### config.mk
export PLATFORM = sky130hd
export DESIGN_NAME = vtll_delay
export DESIGN_NICKNAME = d
export VERILOG_FILES = /design/src/rtl/core/vtll_delay.sv
export SDC_FILE = /design/constraint.sdc
export NUM_CORES = 1
export LEC_CHECK = 0
export BUFFER_PORTS_ARGS = -buffer_cell sky130_fd_sc_hd__buf_4
export CORE_MARGIN = 2
export CORE_UTILIZATION = 25
export DETAILED_ROUTE_END_ITERATION = 6
export MAX_ROUTING_LAYER = met4
export PLACE_DENSITY = 0.42
export REMOVE_ABC_BUFFERS = 1
export SLEW_MARGIN = 20
export SYNTH_ARGS = -nofsm -noshare
export SYNTH_HDL_FRONTEND = slang
export SYNTH_SLANG_ARGS = --single-unit
### constraint.sdc
create_clock -name clk -period 0.9 [get_ports clk]
set_input_delay 0.09 -clock clk [delete_from_list [all_inputs] [get_ports clk]]
set_output_delay 0.09 -clock clk [all_outputs]
set_load 0.01 [all_outputs]
### src/rtl/core/vtll_delay.sv
// delay line that keeps side data in step with a divider pipe
module vtll_delay #(
	parameter int W     = 8,
	parameter int DEPTH = 4
) (
	input  logic         clk,
	input  logic         arst_n,
	input  logic         en,
	input  logic [W-1:0] d,
	output logic [W-1:0] q
);

	logic [W-1:0] line_q [DEPTH];

	for (genvar k = 0; k < DEPTH; k++) begin : g_tap
		always_ff @(posedge clk or negedge arst_n) begin
			if (!arst_n) begin
				line_q[k] <= '0;
			end else if (en) begin
				line_q[k] <= (k == 0) ? d : line_q[(k == 0) ? 0 : k - 1];
			end
		end
	end

	assign q = line_q[DEPTH-1];

endmodule

==> Yosys cells after proc, flatten, opt, wreduce, memory -nomap -nowiden <==
Cells that the tools add are included.
{ "op_classes": {"add_sub_neg": 0, "multipliers": 0, "div_mod_pow": 0, "order_cmp": 0, "n_eq_ne": 0, "shifts": 0, "mux": 0, "n_bitwise": 0, "reduce_logical": 0} }
{ "totals": {"ff_bits": 32, "latch_bits": 0, "ramBits": 0, "mem_bits_ro": 0, "out_inout_bits": 8, "mem_count": 0} }

==> Logic depth before layout (Yosys ltp) <==
Gate-level depths: netlist of the first run.
{ "depth": {"depth_word": 0, "mapped_depth": 3} }

==> Worst setup path after synthesis of the first run <==
Ideal clock, no wire load.
{ "synth_timing": {"path_kind": "input port to flip-flop", "start": "input en", "end": "register line_q[10] (netlist bit)", "arrival_time_ns": 0.632, "path_slack_ns": 0.143, "cell_stages": 3, "n_path_buf": 2, "path_cell_list": "buf_6 -> buf_12 -> mux2_4"} }
{ "synth_lines": {"columns": ["item", "line_no", "source"], "rows": [
  ["start, declared", "8", "input logic en,"],
  ["end signal, assigned by index", "20", "line_q[k] <= (k == 0) ? d : line_q[(k == 0) ? 0 : k - 1];"],
  ["end, declared", "13", "logic [W-1:0] line_q [DEPTH];"]
]} }
No word-level cell between the ends.

==> Final worst setup path of the first run <==
{ "layout_timing": {"start": "register line_q, in the netlist q[6]", "end": "output q[6]"} }
{ "layout_lines": {"columns": ["item", "line_no", "source"], "rows": [
  ["end, declared", "10", "output logic [W-1:0] q"]
]} }
No word-level cell between the ends.

==> results of run 1 <==
sequential cells by signal (all words and copies together), names as in the netlist:
name and flops:
line_q 24, q 8
final timing paths:
kind	startpoint	endpoint	cells past startpoint
max	q[6]	q[6]	1
min	d[3]	line_q[27]	2
max reg2reg	q[4]	q[4]	2
min reg2reg	line_q[12]	q[4]	1
max in group asynchronous	arst_n	line_q[21]	2
min in group asynchronous	arst_n	q[2]	2
cell usage in the layout (no fill, tap or decap), drive strengths merged:
cell type / instances
buf: 26
clkbuf: 5
clkinv: 3
dfrtp: 32
dlygate4sd3: 1
mux2: 32
layer usage:
metal | up-vias | global-route usage | wire length (um)
li1 | 294 | - | -
met1 | 343 | 0.1065 | 1024
met2 | 18 | 0.1051 | 914
met3 | 7 | 0.02727 | 86
met4 | 0 | 0.06207 | 69
met5 | - | - | 0
cell type report:
class | instances | area, sq um | share of cell area
well taps | 72 | 90.09 | 0.05229
multi-input cells | 32 | 473.0 | 0.2745
flip-flops and latches | 32 | 800.8 | 0.4648
clock buffers | 5 | 68.82 | 0.03994
clock inverters | 3 | 18.77 | 0.01089
repair buffers | 27 | 271.5 | 0.1576
cells by family (layout without fill, tap and decap cells):
logic type             Yosys count  in the layout  synth area share
buffers and inverters           12             35           0.09350
flip-flops                      32             32            0.5699
multiplexers                    32             32            0.3366
power by group:
| part | switching (mW) | total [mW] | internal (mW) | leakage (nW) |
|---|---|---|---|---|
| clock | 0.537 | 1.07 | 0.538 | 0.0479 |
| sequential | 0.157 | 1.85 | 1.69 | 0.376 |
| combinational | 0.234 | 0.867 | 0.633 | 0.407 |
| total | 0.929 | 3.79 | 2.86 | 0.830 |
metrics by stage:
step	area, sq um	setup TNS [ps]
4_1_cts	1712	-18.96
6_report	1723	-0.02298
5_1_grt	1723	-272.9
3_3_place_gp	1539	0
2_1_floorplan	1274	0
3_5_place_dp	1539	0
repair_timing:
action	CTS	global route
hold endpoints to repair	32	0
endpoints found under the setup margin	8	14
buffers inserted	6	0
cloned	0	0
gates resized for setup	8	3
hold buffers	1	0
==> metrics, run 1 <==
P per Cell Area=2199 nW/um^2; GRT overflow=0; max cap viols=0; Final Max Tran Viols=0; Avg Cell Area, Syn=18.49 sq um; Worst Setup Slack, final=-0.02298 ps; Worst EP required=810 ps; synthesized instance count=76; Final Hold Fails=0; worst min-delay path category=primary input to register; CP arrival=810 ps; hpwl dp=1.283 mm; VDD IR max=0.5715 mV; via count=662; status=finished with violations; maximum clock rate=1111 MHz; Area contributors post-synth=dfrtp_1 (57%), mux2_4 (32%), buf_12 (4.3%); drt via density=3.871; Synth area leader=dfrtp_1; area share of the largest cell type after synthesis=0.5699; CP max stage cell=dfrtp_1; ANT cells=0; post-synthesis cell type count=6; failing checks=setup timing; hold_ws=37.01 ps; P_leak=0.8304 nW; largest net degree at the start of global routing=33; Std-Cell Rows=27; Crit Path Max Fanout=2; clock skew=5.768 ps; CP Capture Type=output port; Sinks on Clock Net=32; Crit path max-delay family=flip-flops; initial antenna violation count=0; Tot GR Track Use=0.08238; first-pass GRT wire length=3.698 mm; CP peak stage delay=400 ps; setup violators final=1; CTS tree=yes; Mapped Area=1405 sq um; Async SR Flop Fraction=1.000; Final Cycle Share=1.000; routed len/inst=12.26 um; CP bufs+invs=1; die area=6236 sq um; Reg2Reg Setup Slack=-0.02 ps; Slew @ Worst Pin=406.1 ps; count leader, synth=dfrtp_1; Crit Path Class=register to output port; Seq cells post-synth=32; Clock Tree Buf Depth=2; placed cells=156; Period minus WS final=900.0 ps; vias in the first global route=756; RSZ-0062 raised after global routing=true; Die H=78.97 um; CTS H-Tree Depth=2; share of cells above drive strength 1=0.6667; EDFF count, synth=0; Ports=19; starting density of the core=0.2567; drt pass-1 iters=2; Port Buffers=18; Clk Latency, worst-skew pair=280 ps; worst rel slew slack=0.7292; Top FF cell, synth=dfrtp_1; CTS Root Cell=clkbuf_8; nets=109; Final ANT Viol Nets=0; die width=78.97 um; non-filler instance count after layout=171; Fillers=578; clock-pin slew on the worst setup and hold paths=70 ps; Critical Path Start Type=register; Total Power=3.788 mW; Post-Route WL=2.096 mm; Num CTS Buffers=5; pre-CTS WS=40.79 ps; DRC viols=0; Core Footprint=5473 sq um; sequential share of the synthesized area=0.5699; area grow syn2layout=22.62%; drt initial violations=29; top cells by count, synth=dfrtp_1 (32), mux2_4 (30), buf_4 (8); gp weighted congestion=0.5889; Synthesis Warnings=0; final core occ=0.3148; CP cell instances=buf_6
Power figures use the tool's default switching activity.
==> run 2, diff against run 1 <==
==> constraint.sdc (replaced) <==
create_clock -name clk -period 0.9 [get_ports clk]
set_input_delay 0.135 -clock clk [delete_from_list [all_inputs] [get_ports clk]]
set_output_delay 0.135 -clock clk [all_outputs]
set_load 0.01 [all_outputs]
==> run 2 against run 1 <==
  * The flow still finishes with violations (setup timing)
  * Die area is the same
  * Combinational power rose by 0.9%
  * Design area is 0.73% higher
  * Worst setup slack got worse by 43 ps
  * Total power rose by 3.2%
  * Non-clock buffer count increased by 1
  * Global-route usage rose by 0.37 points
  * Largest power group unchanged
  * Register-to-register slack is essentially flat
  * Largest cell class unchanged
  * Clock skew hardly changed
==> metrics, run 2 (same netlist as run 1, synthesis figures left out) <==
status=finished with violations; Final ANT Viol Nets=0 (unchanged); clock-pin slew on the worst setup and hold paths=70 ps (about the same); largest net degree at the start of global routing=33 (unchanged); ANT cells=0 (unchanged); starting density of the core=0.2567 (unchanged); drt via density=3.825 (-1.2%); CTS H-Tree Depth=2 (unchanged); CP max stage cell=dfrtp_1; R2R cell count=2 (unchanged); share of cells above drive strength 1=0.6667 (unchanged); CTS tree=yes; initial antenna violation count=0 (unchanged); CP Capture Type=output port; CP bufs+invs=1 (unchanged); P per Cell Area=2253 nW/um^2 (+2.5%); CP peak stage delay=400 ps (about the same); CTS Root Cell=clkbuf_8; drt initial violations=29 (unchanged); Tot GR Track Use=0.08606 (+0.003679); VDD IR max=0.5744 mV (+0.51%); RR Startpoint=q[1]; Worst EP required=760 ps (-50 ps); most frequent cells in the layout=dfrtp_1 (32), mux2_4 (30), buf_4 (15); Num CTS Buffers=5 (unchanged); final core occ=0.3171 (+0.002286); max reg flops=24 (unchanged); nets=110 (+0.92%); Sinks on Clock Net=32 (unchanged); Clock Tree Buf Depth=2 (unchanged); hpwl dp=1.346 mm (+4.9%); Most flops, register=line_q; DRC viols=0 (unchanged); Std-Cell Rows=27 (unchanged); Min-Delay Path Depth=2 (unchanged); max cap viols=0 (unchanged); Final Max Tran Viols=0 (unchanged); Core Footprint=5473 sq um (unchanged); Critical Path Start Type=register; Die H=78.97 um (unchanged); routed len/inst=12.23 um (-0.19%); area grow syn2layout=23.51%; setup violators final=8 (+7); failing checks=setup timing; CP arrival=810 ps (about the same); Crit Path Class=register to output port; Ports=19 (unchanged); P_leak=0.8364 nW (+0.73%); Reg2Reg Setup Slack=0 ps (about the same); Worst Hold End=line_q[31]; vias in the first global route=770 (+1.9%); reg2reg end=q[1]; worst rel slew slack=0.7240 (-0.005291); die width=78.97 um (unchanged); Final Hold Fails=0 (unchanged); Hold Crit Start=d[7]; non-filler instance count after layout=171 (unchanged); Clk Latency, worst-skew pair=280 ps (about the same); gp weighted congestion=0.6001 (+1.9%); placed cells=156 (unchanged); Crit Path Max Fanout=2 (unchanged); Final Cycle Share=1.048 (+0.04785); RSZ-0062 raised after global routing=true; first-pass GRT wire length=3.732 mm (+0.92%); clock skew=5.271 ps (-0.4974 ps); Crit path max-delay family=flip-flops; CP cell instances=buf_6; worst min-delay path category=primary input to register; Port Buffers=18 (unchanged); Post-Route WL=2.092 mm (-0.19%); Slew @ Worst Pin=414.1 ps (+7.936 ps); commonest non-fill, non-tap cell in the layout=dfrtp_1; GRT overflow=0 (unchanged); Worst Setup Slack, final=-43.09 ps (-43.07 ps); Period minus WS final=943.1 ps (+43.07 ps); die area=6236 sq um (unchanged); via count=654 (-1.2%); maximum clock rate=1060 MHz (-4.6%); drt pass-1 iters=2 (unchanged)
## run 2: changes by cell type in the layout (fill, tap and decap cells not counted)
cell / previous run / this run
clkinv_4: 1 / 0
buf_6: 11 / 10
clkbuf_8: 5 / 7
clkinv_2: 2 / 0
buf_4: 13 / 15
## run 2: worst max path at each step
stage / startpoint / endpoint / slack, ps / depth (start not counted)
3_3_place_gp: en / q[5] / 10 / 3
3_5_place_dp: en / q[5] / 10 / 3
5_1_grt: q[1] / q[1] / -70 / 1
6_report: q[1] / q[1] / -40 / 1
2_1_floorplan: q[0] / q[0] / 120 / 1
4_1_cts: q[5] / q[5] / -60 / 1
## run 2: power breakdown
part	internal (mW)	switching, mW	total, mW
Combinational	0.639	0.236	0.875
Clock	0.680	0.509	1.19
Sequential	1.69	0.156	1.84
## run 2: area by class of cell
class                           instances  area [sq um]
Tap cell                               72         90.09
Clock buffer                            7         96.34
Multi-Input combinational cell         32         473.0
Sequential cell                        32         800.8
Fill cell                             549          3737
Timing Repair Buffer                   28         275.3
## run 2: repair_timing
action	CTS	global route
gates resized for setup	8	2
cloned	0	0
buffers inserted	6	1
hold buffers	1	0
setup endpoints to repair	8	13
hold endpoints to repair	32	0
## run 2: layer usage
layer / global-route usage / routed length [um] / up-vias
met5: - / 0 / -
met4: 0.07241 / 48 / 0
met3: 0.03182 / 109 / 7
met2: 0.1220 / 983 / 19
met1: 0.09555 / 951 / 331
li1: - / - / 297
## run 2: metrics by stage
step,TNS [ps],cell area (sq um),power [mW],hold slack (ps),setup slack [ps]
floorplan,0,1274,2.236,-160.6,120.7
global placement,0,1539,2.547,93.50,14.44
detailed placement,0,1539,2.565,104.7,10.26
CTS,-344.4,1720,3.943,68.74,-55.90
global route,-584.0,1735,4.126,64.90,-72.83
finish,-267.8,1735,3.910,77.94,-43.09
==> run 3, diff against run 2 <==
--- a/config.mk
+++ b/config.mk
@@ -6,11 +6,12 @@
 export NUM_CORES = 1
 export LEC_CHECK = 0
 export BUFFER_PORTS_ARGS = -buffer_cell sky130_fd_sc_hd__buf_4
+export CORE_ASPECT_RATIO = 1.1
 export CORE_MARGIN = 2
-export CORE_UTILIZATION = 25
+export CORE_UTILIZATION = 55
 export DETAILED_ROUTE_END_ITERATION = 6
 export MAX_ROUTING_LAYER = met4
-export PLACE_DENSITY = 0.42
+export PLACE_DENSITY = 0.78
 export REMOVE_ABC_BUFFERS = 1
 export SLEW_MARGIN = 20
 export SYNTH_ARGS = -nofsm -noshare
==> run 3 against run 2 <==
  * The run still ends with setup timing left
  * Flip-flop and latch count is the same
  * Final cell count shrank 22%
  * Clock power shrank 12%
  * Sequential power barely moved
  * Clock-buffer cell count decreased by 1
  * Design area down 3.0%
  * Core utilization up 36 points
  * Global-route usage up 8.0 points
  * Worst setup slack lost 58 ps
==> metrics, run 3 (same netlist as run 1, synthesis figures left out) <==
CP peak stage delay=420 ps (+20 ps); drt pass-1 iters=3 (+1); Final Max Tran Viols=0 (unchanged); CP Depth=1 (unchanged); CP max stage cell=dfrtp_1; Fillers=194 (-65%); Critical Path Start Type=register; commonest non-fill, non-tap cell in the layout=dfrtp_1; Die H=57.01 um (-28%); Min-Delay Path Depth=2 (unchanged); Period minus WS final=1002 ps (+58.43 ps); Reg area=800.8 sq um (unchanged); worst min-delay path category=primary input to register; CTS tree=yes; CTS H-Tree Depth=2 (unchanged); Final ANT Viol Nets=0 (unchanged); met2 Use GR=0.2242 (+0.1022); area grow syn2layout=19.77%; via count=657 (+0.46%); nets=112 (+1.8%); Top Usage Layer GRT=met2; first-pass GRT wire length=3.401 mm (-8.9%); Crit path max-delay family=flip-flops; area of the multi-input gates=473.0 sq um (unchanged); Ports=19 (unchanged); die width=52.19 um (-34%); largest net degree at the start of global routing=33 (unchanged); placed cells=117 (-25%); CP Capture Type=output port; Worst Hold End=line_q[26]; clock-pin slew on the worst setup and hold paths=100 ps (+30 ps); met3 Track Usage GR=0.05497 (+0.02316); drt initial violations=6 (-79%); Final Cycle Share=1.113 (+0.06492); reg2reg end=q[1]; Hold Crit Start=d[2]; Core Footprint=2472 sq um (-55%); P_leak=0.8391 nW (+0.33%); most frequent cells in the layout=dfrtp_1 (32), mux2_4 (30), buf_4 (16); Most flops, register=line_q; GRT overflow=0 (unchanged); die area=2975 sq um (-52%); Port Buffers=18 (unchanged); gp weighted congestion=0.7396 (+23%); VDD IR max=1.678 mV (+190%); initial antenna violation count=0 (unchanged); Clk Latency, worst-skew pair=320 ps (+40 ps); Final Hold Fails=0 (unchanged); RR Startpoint=q[1]; RSZ-0062 raised after global routing=true; Tot GR Track Use=0.1663 (+0.08023); status=finished with violations; CP cell instances=buf_6; clock skew=7.222 ps (+1.952 ps); Crit Path Class=register to output port; Clock Tree Buf Depth=2 (unchanged); setup violators final=8 (unchanged); drt via density=4.940 (+29%); Std-Cell Rows=19 (-30%); max cap viols=0 (unchanged); Crit Path Max Fanout=2 (unchanged); hold_ws=31.18 ps (-46.76 ps); Sinks on Clock Net=32 (unchanged); Reg2Reg Setup Slack=0 ps (unchanged); DRC viols=0 (unchanged); worst rel slew slack=0.7440 (+0.02000); ANT cells=0 (unchanged); share of cells above drive strength 1=0.6667 (unchanged); routed len/inst=13.86 um (+13%); failing checks=setup timing; CP arrival=870 ps (+60 ps); CP bufs+invs=1 (unchanged); Num CTS Buffers=5 (unchanged); P per Cell Area=2250 nW/um^2 (-0.13%); Slew @ Worst Pin=384.1 ps (-30.00 ps); starting density of the core=0.5683 (+0.3116); Worst EP required=760 ps (about the same); Post-Route WL=1.844 mm (-12%); CTS Root Cell=clkbuf_4; non-filler instance count after layout=133 (-22%); vias in the first global route=731 (-5.1%); Worst Setup Slack, final=-101.5 ps (-58.43 ps); R2R cell count=2 (unchanged); max reg flops=24 (unchanged); M1 GR Usage=0.2179 (+0.1223); hpwl dp=1.222 mm (-9.3%); maximum clock rate=998.5 MHz (-5.8%)
run 3: routing by layer:
layer | routed length (um) | up-vias
met4 | 51 | 0
met2 | 794 | 18
met5 | 0 | -
li1 | - | 301
met3 | 88 | 7
met1 | 909 | 331
run 3: worst max-delay path by stage:
stage                     from    endpoint  slack (ps)
final                     q[5]        q[5]        -100
after global placement      en  line_q[17]          20
after CTS                 q[5]        q[5]        -120
after floorplan           q[0]        q[0]         120
after detailed placement    en        q[2]           2
after global routing      q[7]        q[7]        -140
run 3: repair_timing:
item | CTS | global route
pin swaps | 0 | 0
gates resized for setup | 8 | 3
hold buffers | 1 | 0
hold endpoints to repair | 32 | 0
setup endpoints to repair | 8 | 14
buffers inserted | 6 | 1
run 3: metrics by stage:
stage	utilization	total power [mW]	area (sq um)	setup WS, ps	setup TNS, ps
finish	0.6807	3.787	1683	-101.5	-720.7
global route	0.6807	3.993	1683	-141.9	-1220
CTS	0.6731	3.790	1664	-118.7	-821.5
detailed placement	0.6078	2.566	1503	1.854	0
global placement	0.6078	2.543	1503	22.08	0
floorplan	-	2.236	1274	120.7	0
run 3: layout make-up:
type                    count  share of cell area
clock buffers               6             0.02454
clock inverters             2             0.02082
multi-input cells          32              0.2810
repair buffers             30              0.1747
well taps                  31             0.02305
flip-flops and latches     32              0.4758
run 3: where the power goes:
group | leakage, nW | internal (mW) | switching, mW
sequential | 0.376 | 1.69 | 0.163
combinational | 0.421 | 0.651 | 0.234
clock | 0.0422 | 0.582 | 0.470
