### src/rtl/core/vtll_div_pipe.sv
// pipelined restoring divider, one quotient bit per stage
module vtll_div_pipe #(
	parameter int NW = 21,
	parameter int DW = 8
) (
	input  logic          clk,
	input  logic          en,
	input  logic [NW-1:0] dividend,
	input  logic [DW-1:0] divisor,
	output logic [NW-1:0] quotient
);

	logic [DW-1:0] rem_s [NW-1];
	logic [DW-1:0] dvs_s [NW-1];
	logic [NW-1:0] quo_s [NW];

	for (genvar k = 0; k < NW; k++) begin : g_stage
		logic [DW-1:0] rem_in;
		logic [DW-1:0] dvs_in;
		logic [NW-1:0] quo_in;
		logic [DW:0]   trial;
		logic [DW:0]   diff;
		logic          fits;

		// stage inputs
		if (k == 0) begin : g_first
			assign rem_in = '0;
			assign dvs_in = divisor;
			assign quo_in = dividend;
		end else begin : g_next
			assign rem_in = rem_s[k-1];
			assign dvs_in = dvs_s[k-1];
			assign quo_in = quo_s[k-1];
		end

		// shift in next dividend bit and try the subtract
		assign trial = {rem_in, quo_in[NW-1]};
		assign diff  = trial - {1'b0, dvs_in};
		assign fits  = trial >= {1'b0, dvs_in};

		always_ff @(posedge clk) begin
			if (en) begin
				quo_s[k] <= {quo_in[NW-2:0], fits};
			end
		end

		if (k < NW - 1) begin : g_carry
			always_ff @(posedge clk) begin
				if (en) begin
					rem_s[k] <= fits ? diff[DW-1:0] : trial[DW-1:0];
					dvs_s[k] <= dvs_in;
				end
			end
		end
	end

	assign quotient = quo_s[NW-1];

endmodule

### config.mk
export PLATFORM = sky130hd
export DESIGN_NAME = vtll_div_pipe
export DESIGN_NICKNAME = d
export VERILOG_FILES = /design/src/rtl/core/vtll_div_pipe.sv
export SDC_FILE = /design/constraint.sdc
export NUM_CORES = 1
export LEC_CHECK = 0
export ABC_AREA = 1
export BUFFER_PORTS_ARGS = -buffer_cell sky130_fd_sc_hd__buf_2
export CELL_PAD_IN_SITES_DETAIL_PLACEMENT = 1
export CELL_PAD_IN_SITES_GLOBAL_PLACEMENT = 1
export CORE_UTILIZATION = 40
export CTS_BUF_LIST = sky130_fd_sc_hd__clkbuf_2 sky130_fd_sc_hd__clkbuf_4 sky130_fd_sc_hd__clkbuf_8
export CTS_CLUSTER_DIAMETER = 100
export DETAILED_ROUTE_END_ITERATION = 10
export PLACE_DENSITY_LB_ADDON = 0.1
export RECOVER_POWER = 50
export SLEW_MARGIN = 5
export SYNTH_ARGS = -nofsm -noshare
export SYNTH_HDL_FRONTEND = slang
export SYNTH_SLANG_ARGS = --single-unit
export TNS_END_PERCENT = 20
### constraint.sdc
create_clock -name clk -period 3.6 [get_ports clk]
set_clock_uncertainty 0.1 [all_clocks]
set_input_delay 0.18 -clock clk [delete_from_list [all_inputs] [get_ports clk]]
set_output_delay 0.18 -clock clk [all_outputs]
set_load 0.02 [all_outputs]
== Yosys cells after proc, flatten, opt, wreduce, memory -nomap -nowiden ==
Memory sizes are Yosys's and may differ from the RTL's.
Cells that the tools add are included.
Storage, ports and cells
  memory bits (writable): 761
  logic and storage cells: 66
  output and inout port bits: 21
  memories kept: 3
  bits in registers: 0
  input bits: 31
Cells by class
  mux-type cells: 22
  add/sub/neg operators: 20
  order comparisons: 21
Memories
  quo_s: words 21, width 21, rd ports 21, clocked after Yosys merged registers in 0, wr ports 21, line 15  | logic [NW-1:0] quo_s [NW];
  dvs_s: words 20, width 8, rd ports 20, clocked after Yosys merged registers in 0, wr ports 20, line 14  | logic [DW-1:0] dvs_s [NW-1];
  rem_s: words 20, width 8, rd ports 20, clocked after Yosys merged registers in 0, wr ports 20, line 13  | logic [DW-1:0] rem_s [NW-1];
Operator list (count)
  9-bit by 8-bit greater-or-equal comparator with 1-bit output: 20
  8-bit 2-to-1 mux: 20
  8-bit subtractor: 19
  1-bit by 8-bit greater-or-equal comparator with 1-bit output: 1
  1-bit by 8-bit subtractor with 8-bit output: 1
  1-bit 2-to-1 mux: 2

== Logic depth before layout (Yosys ltp) ==
Gate-level depths: netlist (run 1).
An unclocked memory read counts as a cell.
  depth in word-level cells: 3
  depth in mapped cells: 11
  gate-level depth less buffers: 11

== Worst setup path before layout (run 1) ==
OpenSTA, ideal clock, no wires.
  kind: flip-flop to flip-flop
  from: memory rem_s[11][1] (netlist: rem_s[2][25])
  to: memory rem_s[12][7] (netlist: rem_s[3][7]), data pin
  setup slack: 1763 ps
  data arrival time: 1484 ps
  stages on the path, launching flop included: 9
  setup time: 252 ps
  period minus slack after synthesis: 1837 ps
  data required time: 3248 ps
  path buffers: 0
  cell sequence: edfxtp_1 ha_1 or2_1 nand3b_1 nand2_1 nand2_2 nand2_4 nand2_1 nand2_1
RTL lines (line)
  start: declaration: 13

==> results of run 1 <==
## how the worst max path moves through the flow
stage / to / slack (ns) / depth (start not counted)
detailed placement: rem_s[4][31] / 1.34 / 9
CTS: rem_s[4][31] / 1.29 / 9
global placement: rem_s[1][21] / 1.37 / 9
global route: quo_s[1][148] / 0.85 / 3
finish: quo_s[1][126] / 1.01 / 3
floorplan: rem_s[3][7] / 1.76 / 8
## cell type report
class / instances / area [um^2]
Antenna cell: 1 / 2.50
Clock buffer: 173 / 2170
Clock inverter: 61 / 512
Fill cell: 9005 / 44900
Inverter: 454 / 1700
Multi-Input combinational cell: 1670 / 9290
Sequential cell: 761 / 22900
Tap cell: 1134 / 1420
Timing Repair Buffer: 133 / 1090
## sequential cells by signal (all words and copies together), names as in the netlist
name,flops
quo_s,441
dvs_s,160
rem_s,160
## logic make-up after synthesis
kind of cell               after synthesis
DFF                                    761
xor gates and xnor gates                57
buffers and inverters                  474
AOI/OAI and AO/OA                       85
and+or+nand+nor                       1347
adders and majority gates              181
## routing by layer
metal	up-vias	wire, um	track usage
met3	127	2080	0.0336
li1	10315	-	-
met5	-	0	0
met2	240	35100	0.289
met4	0	1560	0.0591
met1	9970	30800	0.205
## placed cells by master, fill, tap and decap left out, types with 34 or more instances in the layout
cell	instances
nand2_1	821
edfxtp_1	761
inv_1	449
nand3_1	278
ha_1	162
clkbuf_8	139
nor2_1	107
a21oi_1	72
dlygate4sd3_1	58
buf_2	41
nand4_1	38
xor2_1	35
clkbuf_4	34
## tightest hold or removal path: stages
cell,delay [ns]
dlygate4sd3_1,0.53
clkbuf_1,0.11
nand2_1,0.05
o21ai_0,0.06
## report_power, final
| part | switching (mW) | total, mW | internal (mW) |
|---|---|---|---|
| logic | 5.50 | 8.55 | 3.05 |
| registers | 0.824 | 12.5 | 11.7 |
| clock network | 3.55 | 8.02 | 4.47 |
| total | 9.87 | 29.1 | 19.2 |
## metrics by stage
step	worst slack [ns]	hold WS [ns]	std cells	utilization
finish	1.01	0.167	4387	0.465
global route	0.852	0.162	4387	0.465
CTS	1.29	0.0364	4386	0.466
detailed placement	1.34	0.259	4094	0.427
global placement	1.37	0.259	4094	0.427
floorplan	1.76	0.179	2905	-
==> summary.txt, run 1 <==
Synthesis
  • Yosys cell types: 29
  • Mux contribution to synthesized area: 0
  • Async set or reset register ratio after synthesis: 0
  • Largest family of logic cells by synthesized area: simple AND/OR/NAND/NOR gates
  • Post-synth top cells: nand2_1 (821), edfxtp_1 (761), inv_1 (449), nand3_1 (278), ha_1 (162)
  • Syn_nets: 3,117
  • #FFs+latches synth: 761
  • Most common cell in the synthesized netlist: nand2_1
  • Post-Synth XOR/XNOR Area: 0.0147
  • Number of flops mapped to enable cells by yosys: 761
  • Synthesized area: 34,000 um^2
  • Synth Flop Type: edfxtp_1
  • Area fraction in compound gates after synthesis: 0.0136
  • Largest cells by area after synthesis: edfxtp_1 (67%), nand2_1 (9.1%), ha_1 (6.0%), inv_1 (5.0%), nand3_1 (4.1%)
  • Adder-cell share of the synthesized area: 0.0707
  • Simple-Gate Fraction of Synth Area: 0.174
  • Mapped Cells: 2,905
  • Cell taking the most area after synthesis: edfxtp_1
  • Post-synth top area share: 0.671
  • Post-synthesis sequential area ratio: 0.671
  • Yosys warnings: 0
  • Mapped Avg Cell Area: 11.7 um^2

Routing
  • Drt via density: 4.71
  • DR WL/cell: 15.9 um
  • DR vias: 20,652
  • Antenna Violating Nets Remaining: 0
  • Residual DRC: 0
  • Initial DRC Count: 861
  • DRT Pass-1 Iters: 4
  • Routed WL: 69,500 um

Timing
  • Final Hold Violating Endpoints: 0
  • Fmax: 386 MHz
  • Tightest Pin Transition: 2.14 ns
  • Final setup vio count: 0
  • Crit path time final: 2.59 ns
  • Setup_tns: 0 ns
  • Max Slew Vio Count: 64
  • RSZ-0062 raised after global routing: no
  • Rel. slew slack: -0.425
  • Period utilisation layout: 0.719

Clocking
  • # resized after CTS: 0
  • Longest Clk Path Bufs: 3
  • Setup Buffers After CTS: 0
  • CTS tree: built
  • Clk slew on worst S/H paths: 0.06 ns
  • TritonCTS Buffers: 135
  • H-Tree Level Count: 4
  • Clock root cell: clkbuf_8
  • Post-CTS Hold Buffers: 58
  • Clk sink count: 761
  • Clk_lat worst skew: 0.78 ns

Global routing
  • Vias in the first global route: 21,934
  • GRT overflow: 0
  • Initial antenna violation count: 1
  • Total track usage: 0.166
  • Largest net degree at the start of global routing: 106
  • Global-route wire length before repair: 114,000 um

Outcome
  • Violated checks: capacitance limit, slew limit
  • Status: complete, but fails checks

Die
  • Placement row count: 106
  • IO Pins: 52
  • Die Wd: 294 um
  • Initial Util: 0.406
  • Area of the core: 84,000 um^2
  • Die Y-Extent: 294 um
  • Die ar.: 86,300 um^2

Setup path
  • R2r worst-path depth: 10
  • Critical R2R Capture: rem_s[2][2]
  • Slowest cell delay on critical path: 1.48 ns
  • Crit-path leading delay family: buffers and inverters
  • Critical Path Start Type: input pin
  • Crit-path slowest cell: clkbuf_2
  • Worst Path Required: 3.90 ns
  • Register-to-register setup slack: 1.33 ns
  • R2R Path Start: dvs_s[1][26]
  • Critical Path, Cell by Cell: dlygate4sd3_1 > clkbuf_2 > buf_12
  • Critical path class: in2reg
  • Crit-path max FO: 105
  • Crit. Startpoint: en
  • Worst Setup End Kind: register
  • Arrival @ worst endpoint: 2.89 ns
  • CP bufs+invs: 3

Pwr
  • Leakage power: 16.9 nW
  • Pwr Total: 29.1 mW
  • Peak VDD IR: 378 uV
  • Power Dens Cells: 745 nW/um^2

Hold path
  • HP Class: in2reg
  • Hold path startpoint: dividend[20]
  • Hold Path End: rem_s[0][0]
  • Hold Path Depth: 4

Place
  • Number of buffers added on ports: 51
  • DP HPWL: 49,400 um
  • Final GP Congestion: 0.878
  • Dpl cell area: 35,800 um^2

Final layout
  • Fin nets: 3,367
  • P&R area growth vs syn: 14.7%
  • Layout cell share with drive strength beyond 1: 0.104
  • Finished Cell Area: 39,000 um^2

Job
  • # Max-Cap Violations: 1
Power figures use the tool's default switching activity.
==> inputs of run 2 (changes only) <==
==> constraint.sdc (replaced) <==
create_clock -name clk -period 2.21 [get_ports clk]
set_clock_uncertainty 0.1 [all_clocks]
set_input_delay 0.1105 -clock clk [delete_from_list [all_inputs] [get_ports clk]]
set_output_delay 0.1105 -clock clk [all_outputs]
set_load 0.02 [all_outputs]
==> summary.txt, run 2 (synthesized netlist as in run 1, its figures left out) <==
Final layout
  • Most frequent cells in the layout: nand2_1 (819), edfxtp_1 (761), inv_1 (448)
  • Most common cell after layout, fill and taps aside: nand2_1
  • Biggest register: quo_s
  • Layout cell share with drive strength beyond 1: 0.121 (+0.0174)
  • P&R area growth vs syn: 15.8%
  • Fin nets: 3,403 (+1.1%)
  • Registers with the most flip-flops: quo_s x441, dvs_s x160, rem_s x160
  • Fin cells: 4,424 (+0.84%)
  • Largest register FFs: 441 (unchanged)

Die
  • Area of the core: 84,000 um^2 (unchanged)
  • Die Wd: 294 um (unchanged)
  • Die Y-Extent: 294 um (unchanged)
  • Die ar.: 86,300 um^2 (unchanged)
  • Initial Util: 0.406 (unchanged)
  • Placement row count: 106 (unchanged)
  • IO Pins: 52 (unchanged)

Routing
  • Residual DRC: 0 (unchanged)
  • DR WL/cell: 16.0 um (+0.69%)
  • DRT Pass-1 Iters: 5 (+1)
  • DR vias: 20,818 (+0.80%)
  • Routed WL: 70,600 um (+1.5%)
  • Drt via density: 4.71 (about the same)
  • Antenna Violating Nets Remaining: 0 (unchanged)
  • Initial DRC Count: 790 (-8.2%)

Setup path
  • R2r worst-path depth: 9 (-1)
  • R2R Path Start: quo_s[1][62]
  • Worst Setup End Kind: register
  • Register-to-register setup slack: 0.12 ns (-1.21 ns)
  • Crit-path slowest cell: edfxtp_1
  • Critical R2R Capture: rem_s[2][28]
  • Crit-path max FO: 2 (-98%)
  • Critical path class: reg2reg
  • Arrival @ worst endpoint: 2.48 ns (-0.41 ns)
  • Critical Path, Cell by Cell: inv_1 > ha_1 > fa_1 > inv_1 > nand3_1 > nand3_1 > xor2_2 > nand2_1 > nand2_1
  • Slowest cell delay on critical path: 0.47 ns (-1.01 ns)
  • Critical Path Start Type: register
  • Worst Path Required: 2.60 ns (-1.30 ns)

Clocking
  • H-Tree Level Count: 4 (unchanged)
  • Clk slew on worst S/H paths: 0.06 ns (about the same)
  • Clk sink count: 761 (unchanged)
  • Longest Clk Path Bufs: 3 (unchanged)
  • TritonCTS Buffers: 134 (-0.74%)
  • Clk_lat worst skew: 0.79 ns (about the same)
  • Clock root cell: clkbuf_8
  • CTS tree: built

Pwr
  • Comb pwr share: 0.302 (+0.008)
  • Sequential fraction of design power: 0.429 (-0.002)
  • Leakage power: 17.2 nW (+1.3%)
  • NetSw: 16.3 mW (+65%)
  • Clock share of power: 0.269 (-0.007)
  • Power Dens Cells: 1210 nW/um^2 (+62%)
  • Internal: 31.4 mW (+64%)
  • Peak VDD IR: 626 uV (+66%)
  • Sw Ratio: 0.341 (+0.00185)

Timing
  • Fmax: 478 MHz
  • Setup_tns: 0 ns (unchanged)
  • Tightest Pin Transition: 0.987 ns (-1.15 ns)
  • Crit path time final: 2.09 ns
  • RSZ-0062 raised after global routing: no
  • Final Hold Violating Endpoints: 0 (unchanged)
  • Rel. slew slack: 0.342 (+0.767)
  • Final setup vio count: 0 (unchanged)
  • Max Slew Vio Count: 0 (-100%)
  • Period utilisation layout: 0.946

Global routing
  • Largest net degree at the start of global routing: 81 (-24%)
  • Initial antenna violation count: 1 (unchanged)
  • GRT overflow: 0 (unchanged)
  • Vias in the first global route: 22,192 (+1.2%)
  • Total track usage: 0.169 (+0.00226)
  • Global-route wire length before repair: 115,000 um (+0.88%)

Place
  • DP HPWL: 51,300 um (+4.0%)
  • Placed Cells: 4,125 (+0.76%)
  • Number of buffers added on ports: 51 (unchanged)
  • Final GP Congestion: 0.840 (-4.3%)

Hold path
  • HP Class: in2reg
  • Hold Path End: rem_s[0][7]
  • Hold Path Depth: 4 (unchanged)
  • Hold path startpoint: divisor[3]

Job
  • # Max-Cap Violations: 0 (-1)

Outcome
  • Status: finished clean
-- run 2: cell count changes in the layout (fill, tap and decap cells not counted), sizes merged --
cell | previous run | this run
bufinv | 7 | 6
clkinv | 45 | 42
buf | 59 | 87
clkbuf | 189 | 199
clkinvlp | 4 | 6
dlygate4sd3 | 58 | 59
inv | 459 | 458
diode | 1 | 2
-- run 2: per-stage QoR --
step	power [mW]	worst slack, ns	hold slack, ns	cell area, um^2	utilization
2_1_floorplan	30.7	0.373	0.109	34000	-
3_3_place_gp	34.6	0.0262	0.187	36100	0.430
3_5_place_dp	35.0	0.00405	0.189	36100	0.430
4_1_cts	48.3	0.00831	0.0595	39300	0.468
5_1_grt	51.2	0.00367	0.196	39400	0.470
6_report	47.7	0.120	0.210	39400	0.470
-- run 2: repair_timing --
action                     CTS  global route
setup endpoints to repair    3           100
pin swaps                    0             2
hold endpoints to repair   686             0
buffers inserted             0             5
hold buffers                59             0
cloned                       0             0
gates resized for setup      1            38
-- run 2: cell type report --
cell class | count | area [um^2]
Antenna cell | 2 | 5.00
Clock buffer | 175 | 2150
Clock inverter | 58 | 488
Fill cell | 9010 | 44500
Inverter | 454 | 1700
Multi-Input combinational cell | 1670 | 9440
Sequential cell | 761 | 22900
Tap cell | 1134 | 1420
Timing Repair Buffer | 170 | 1380
-- run 2: power groups by stage --
stage | Clock (mW) | Sequential, mW | Combinational (mW)
5_1_grt | 13.9 | 20.7 | 16.6
6_report | 12.8 | 20.4 | 14.4
3_3_place_gp | 0 | 20.7 | 13.9
2_1_floorplan | 0 | 20.0 | 10.7
4_1_cts | 13.4 | 20.5 | 14.4
3_5_place_dp | 0 | 20.7 | 14.3
-- run 2: worst max path at each step --
stage               cells past startpoint  slack, ns      endpoint    startpoint
floorplan                               8       0.37   rem_s[3][7]  rem_s[2][25]
global placement                       10       0.03   rem_s[3][6]  dvs_s[2][29]
detailed placement                      9      0.004  rem_s[3][15]   dvs_s[3][6]
CTS                                     9      0.008  rem_s[2][28]  quo_s[1][62]
global route                            9      0.004  rem_s[3][23]  rem_s[3][10]
finish                                  9       0.12  rem_s[2][28]  quo_s[1][62]
-- run 2: critical path: cells and delay by family (launching register included) --
kind | cells | cell delay (ns)
xor gates and xnor gates | 1 | 0.09
DFF | 1 | 0.47
buffers and inverters | 2 | 0.18
adders and majority gates | 2 | 0.64
and+or+nand+nor | 4 | 0.31
-- run 2: layer usage --
layer	part of all wire	wire [um]	GRT usage
met1	0.44	31200	0.207
met2	0.50	35200	0.290
met3	0.028	1970	0.0334
met4	0.031	2190	0.0700
met5	0	0	0
==> inputs of run 3 (changes only) <==
--- a/config.mk
+++ b/config.mk
@@ -7,7 +7,7 @@
 export LEC_CHECK = 0
 export ABC_AREA = 1
 export BUFFER_PORTS_ARGS = -buffer_cell sky130_fd_sc_hd__buf_2
-export CELL_PAD_IN_SITES_DETAIL_PLACEMENT = 1
+export CELL_PAD_IN_SITES_DETAIL_PLACEMENT = 0
 export CELL_PAD_IN_SITES_GLOBAL_PLACEMENT = 1
 export CORE_UTILIZATION = 40
 export CTS_BUF_LIST = sky130_fd_sc_hd__clkbuf_2 sky130_fd_sc_hd__clkbuf_4 sky130_fd_sc_hd__clkbuf_8
==> summary.txt, run 3 (synthesized netlist as in run 1, its figures left out) <==
Timing
  • Setup_tns: 0 ns (unchanged)
  • Final hold slack: 0.209 ns (-0.000959 ns)
  • RSZ-0062 raised after global routing: no
  • Final Hold Violating Endpoints: 0 (unchanged)
  • Tightest Pin Transition: 1.02 ns (+0.0329 ns)
  • Fmax: 478 MHz (about the same)
  • Final setup vio count: 0 (unchanged)
  • Rel. slew slack: 0.320 (-0.0219)
  • Max Slew Vio Count: 0 (unchanged)
  • Period utilisation layout: 0.946 (about the same)
  • Crit path time final: 2.09 ns (+0.000150 ns)

Clocking
  • H-Tree Level Count: 4 (unchanged)
  • Clk_lat worst skew: 0.78 ns (about the same)
  • Clk sink count: 761 (unchanged)
  • CTS tree: built
  • TritonCTS Buffers: 135 (+0.75%)
  • Clock root cell: clkbuf_8
  • Clk slew on worst S/H paths: 0.06 ns (about the same)
  • Longest Clk Path Bufs: 3 (unchanged)
  • Setup Buffers After CTS: 0 (unchanged)

Routing
  • Drt via density: 4.61 (-2.1%)
  • Routed WL: 65,400 um (-7.3%)
  • Initial DRC Count: 1,049 (+33%)
  • Antenna Violating Nets Remaining: 0 (unchanged)
  • Residual DRC: 0 (unchanged)
  • DR vias: 20,363 (-2.2%)
  • DR WL/cell: 14.8 um (-7.3%)
  • DRT Pass-1 Iters: 5 (unchanged)

Setup path
  • Arrival @ worst endpoint: 2.50 ns (+0.02 ns)
  • R2r worst-path depth: 8 (-1)
  • Crit-path max FO: 9 (+7)
  • Crit-path slowest cell: edfxtp_1
  • Critical path class: reg2reg
  • Critical R2R Capture: rem_s[3][6]
  • Critical Path, Cell by Cell: ha_1 > or2_1 > nand3b_1 > nand2_1 > nand2_2 > nand2_4 > nand2_1 > nand2_1
  • Critical Path Start Type: register
  • CP most frequent cell: nand2_1
  • Worst Path Required: 2.62 ns (+0.02 ns)
  • Slowest cell delay on critical path: 0.39 ns (-0.08 ns)
  • Worst Setup End Kind: register
  • Crit path to: rem_s[3][6]
  • Crit. Startpoint: rem_s[2][25]
  • R2R Path Start: rem_s[2][25]
  • Register-to-register setup slack: 0.12 ns (about the same)

Final layout
  • Most common cell after layout, fill and taps aside: nand2_1
  • Layout cell share with drive strength beyond 1: 0.116 (-0.00503)
  • Most frequent cells in the layout: nand2_1 (821), edfxtp_1 (761), inv_1 (449)
  • Biggest register: quo_s
  • Layout fillers: 7,662 (-15%)
  • P&R area growth vs syn: 15.5%
  • Registers with the most flip-flops: quo_s x441, dvs_s x160, rem_s x160
  • Largest register FFs: 441 (unchanged)
  • Area of the multi-input gates: 9390 um^2 (-0.46%)
  • Fin nets: 3,399 (-0.12%)
  • Final Util: 0.469 (-0.00118)
  • FF/Latch Area: 22,900 um^2 (unchanged)
  • Finished Cell Area: 39,300 um^2 (-0.25%)

Pwr
  • Power Dens Cells: 1200 nW/um^2 (-0.91%)
  • Peak VDD IR: 585 uV (-6.5%)
  • Leakage power: 17.1 nW (-0.12%)

Hold path
  • Hold path startpoint: divisor[1]
  • HP Class: in2reg
  • Hold Path Depth: 4 (unchanged)

Die
  • Placement row count: 106 (unchanged)
  • Die ar.: 86,300 um^2 (unchanged)
  • Die Wd: 294 um (unchanged)
  • Die Y-Extent: 294 um (unchanged)
  • IO Pins: 52 (unchanged)
  • Initial Util: 0.406 (unchanged)
  • Area of the core: 84,000 um^2 (unchanged)

Global routing
  • Global-route wire length before repair: 106,000 um (-7.3%)
  • Vias in the first global route: 20,557 (-7.4%)
  • GRT overflow: 0 (unchanged)
  • Initial antenna violation count: 2 (+1)
  • Total track usage: 0.156 (-0.0122)
  • Largest net degree at the start of global routing: 81 (unchanged)

Place
  • Final GP Congestion: 0.840 (unchanged)
  • Number of buffers added on ports: 51 (unchanged)
  • DP HPWL: 46,400 um (-9.6%)
  • Dpl cell area: 36,100 um^2 (unchanged)

Job
  • # Max-Cap Violations: 0 (unchanged)

Outcome
  • Status: finished clean
==> run 3: worst max-delay path, delay by kind of cell (launching register included) <==
kind / cells / cell delay (ns)
flops: 1 / 0.39
simple gates: 7 / 0.97
fa+ha+maj: 1 / 0.37
==> run 3: per-layer routing <==
layer	up-vias	global-route usage	share of wire
met5	-	0	0.00035
met3	137	0.0341	0.036
met4	2	0.0648	0.028
met2	300	0.263	0.49
li1	10378	-	-
met1	9546	0.195	0.45
==> run 3: worst min-delay path by stage <==
stage	end	slack [ns]
floorplan	dvs_s[0][0]	0.11
global placement	quo_s[0][17]	0.19
detailed placement	quo_s[0][11]	0.19
CTS	rem_s[0][7]	0.07
global route	rem_s[0][5]	0.20
finish	rem_s[0][7]	0.21
==> run 3: what timing repair did <==
item                       in CTS  in global routing
setup endpoints to repair       0                 86
hold buffers                   59                  0
hold endpoints to repair      629                  0
gates resized for setup         0                 24
==> run 3: power breakdown <==
| group | leakage [nW] | total, mW | switching [mW] | internal (mW) |
|---|---|---|---|---|
| clock | 1.39 | 12.8 | 5.68 | 7.09 |
| sequential | 7.45 | 20.4 | 1.34 | 19.1 |
| combinational | 8.30 | 14.0 | 8.79 | 5.19 |
| total | 17.1 | 47.2 | 15.8 | 31.3 |
==> run 3: cell type report <==
| type | count | share of cell area |
|---|---|---|
| flip-flops and latches | 761 | 0.581 |
| multi-input cells | 1670 | 0.239 |
| clock buffers | 179 | 0.0559 |
| inverters | 454 | 0.0433 |
| well taps | 1134 | 0.0361 |
| repair buffers | 165 | 0.0339 |
| clock inverters | 55 | 0.0109 |
| diodes | 2 | 0.000127 |
==> run 3: per-stage QoR <==
stage,setup slack (ns),cells,power (mW)
floorplan,0.373,2905,30.7
global placement,0.0262,4125,34.6
detailed placement,0.0422,4125,34.5
CTS,0.0285,4418,47.8
global route,0.00148,4419,50.7
finish,0.119,4420,47.2
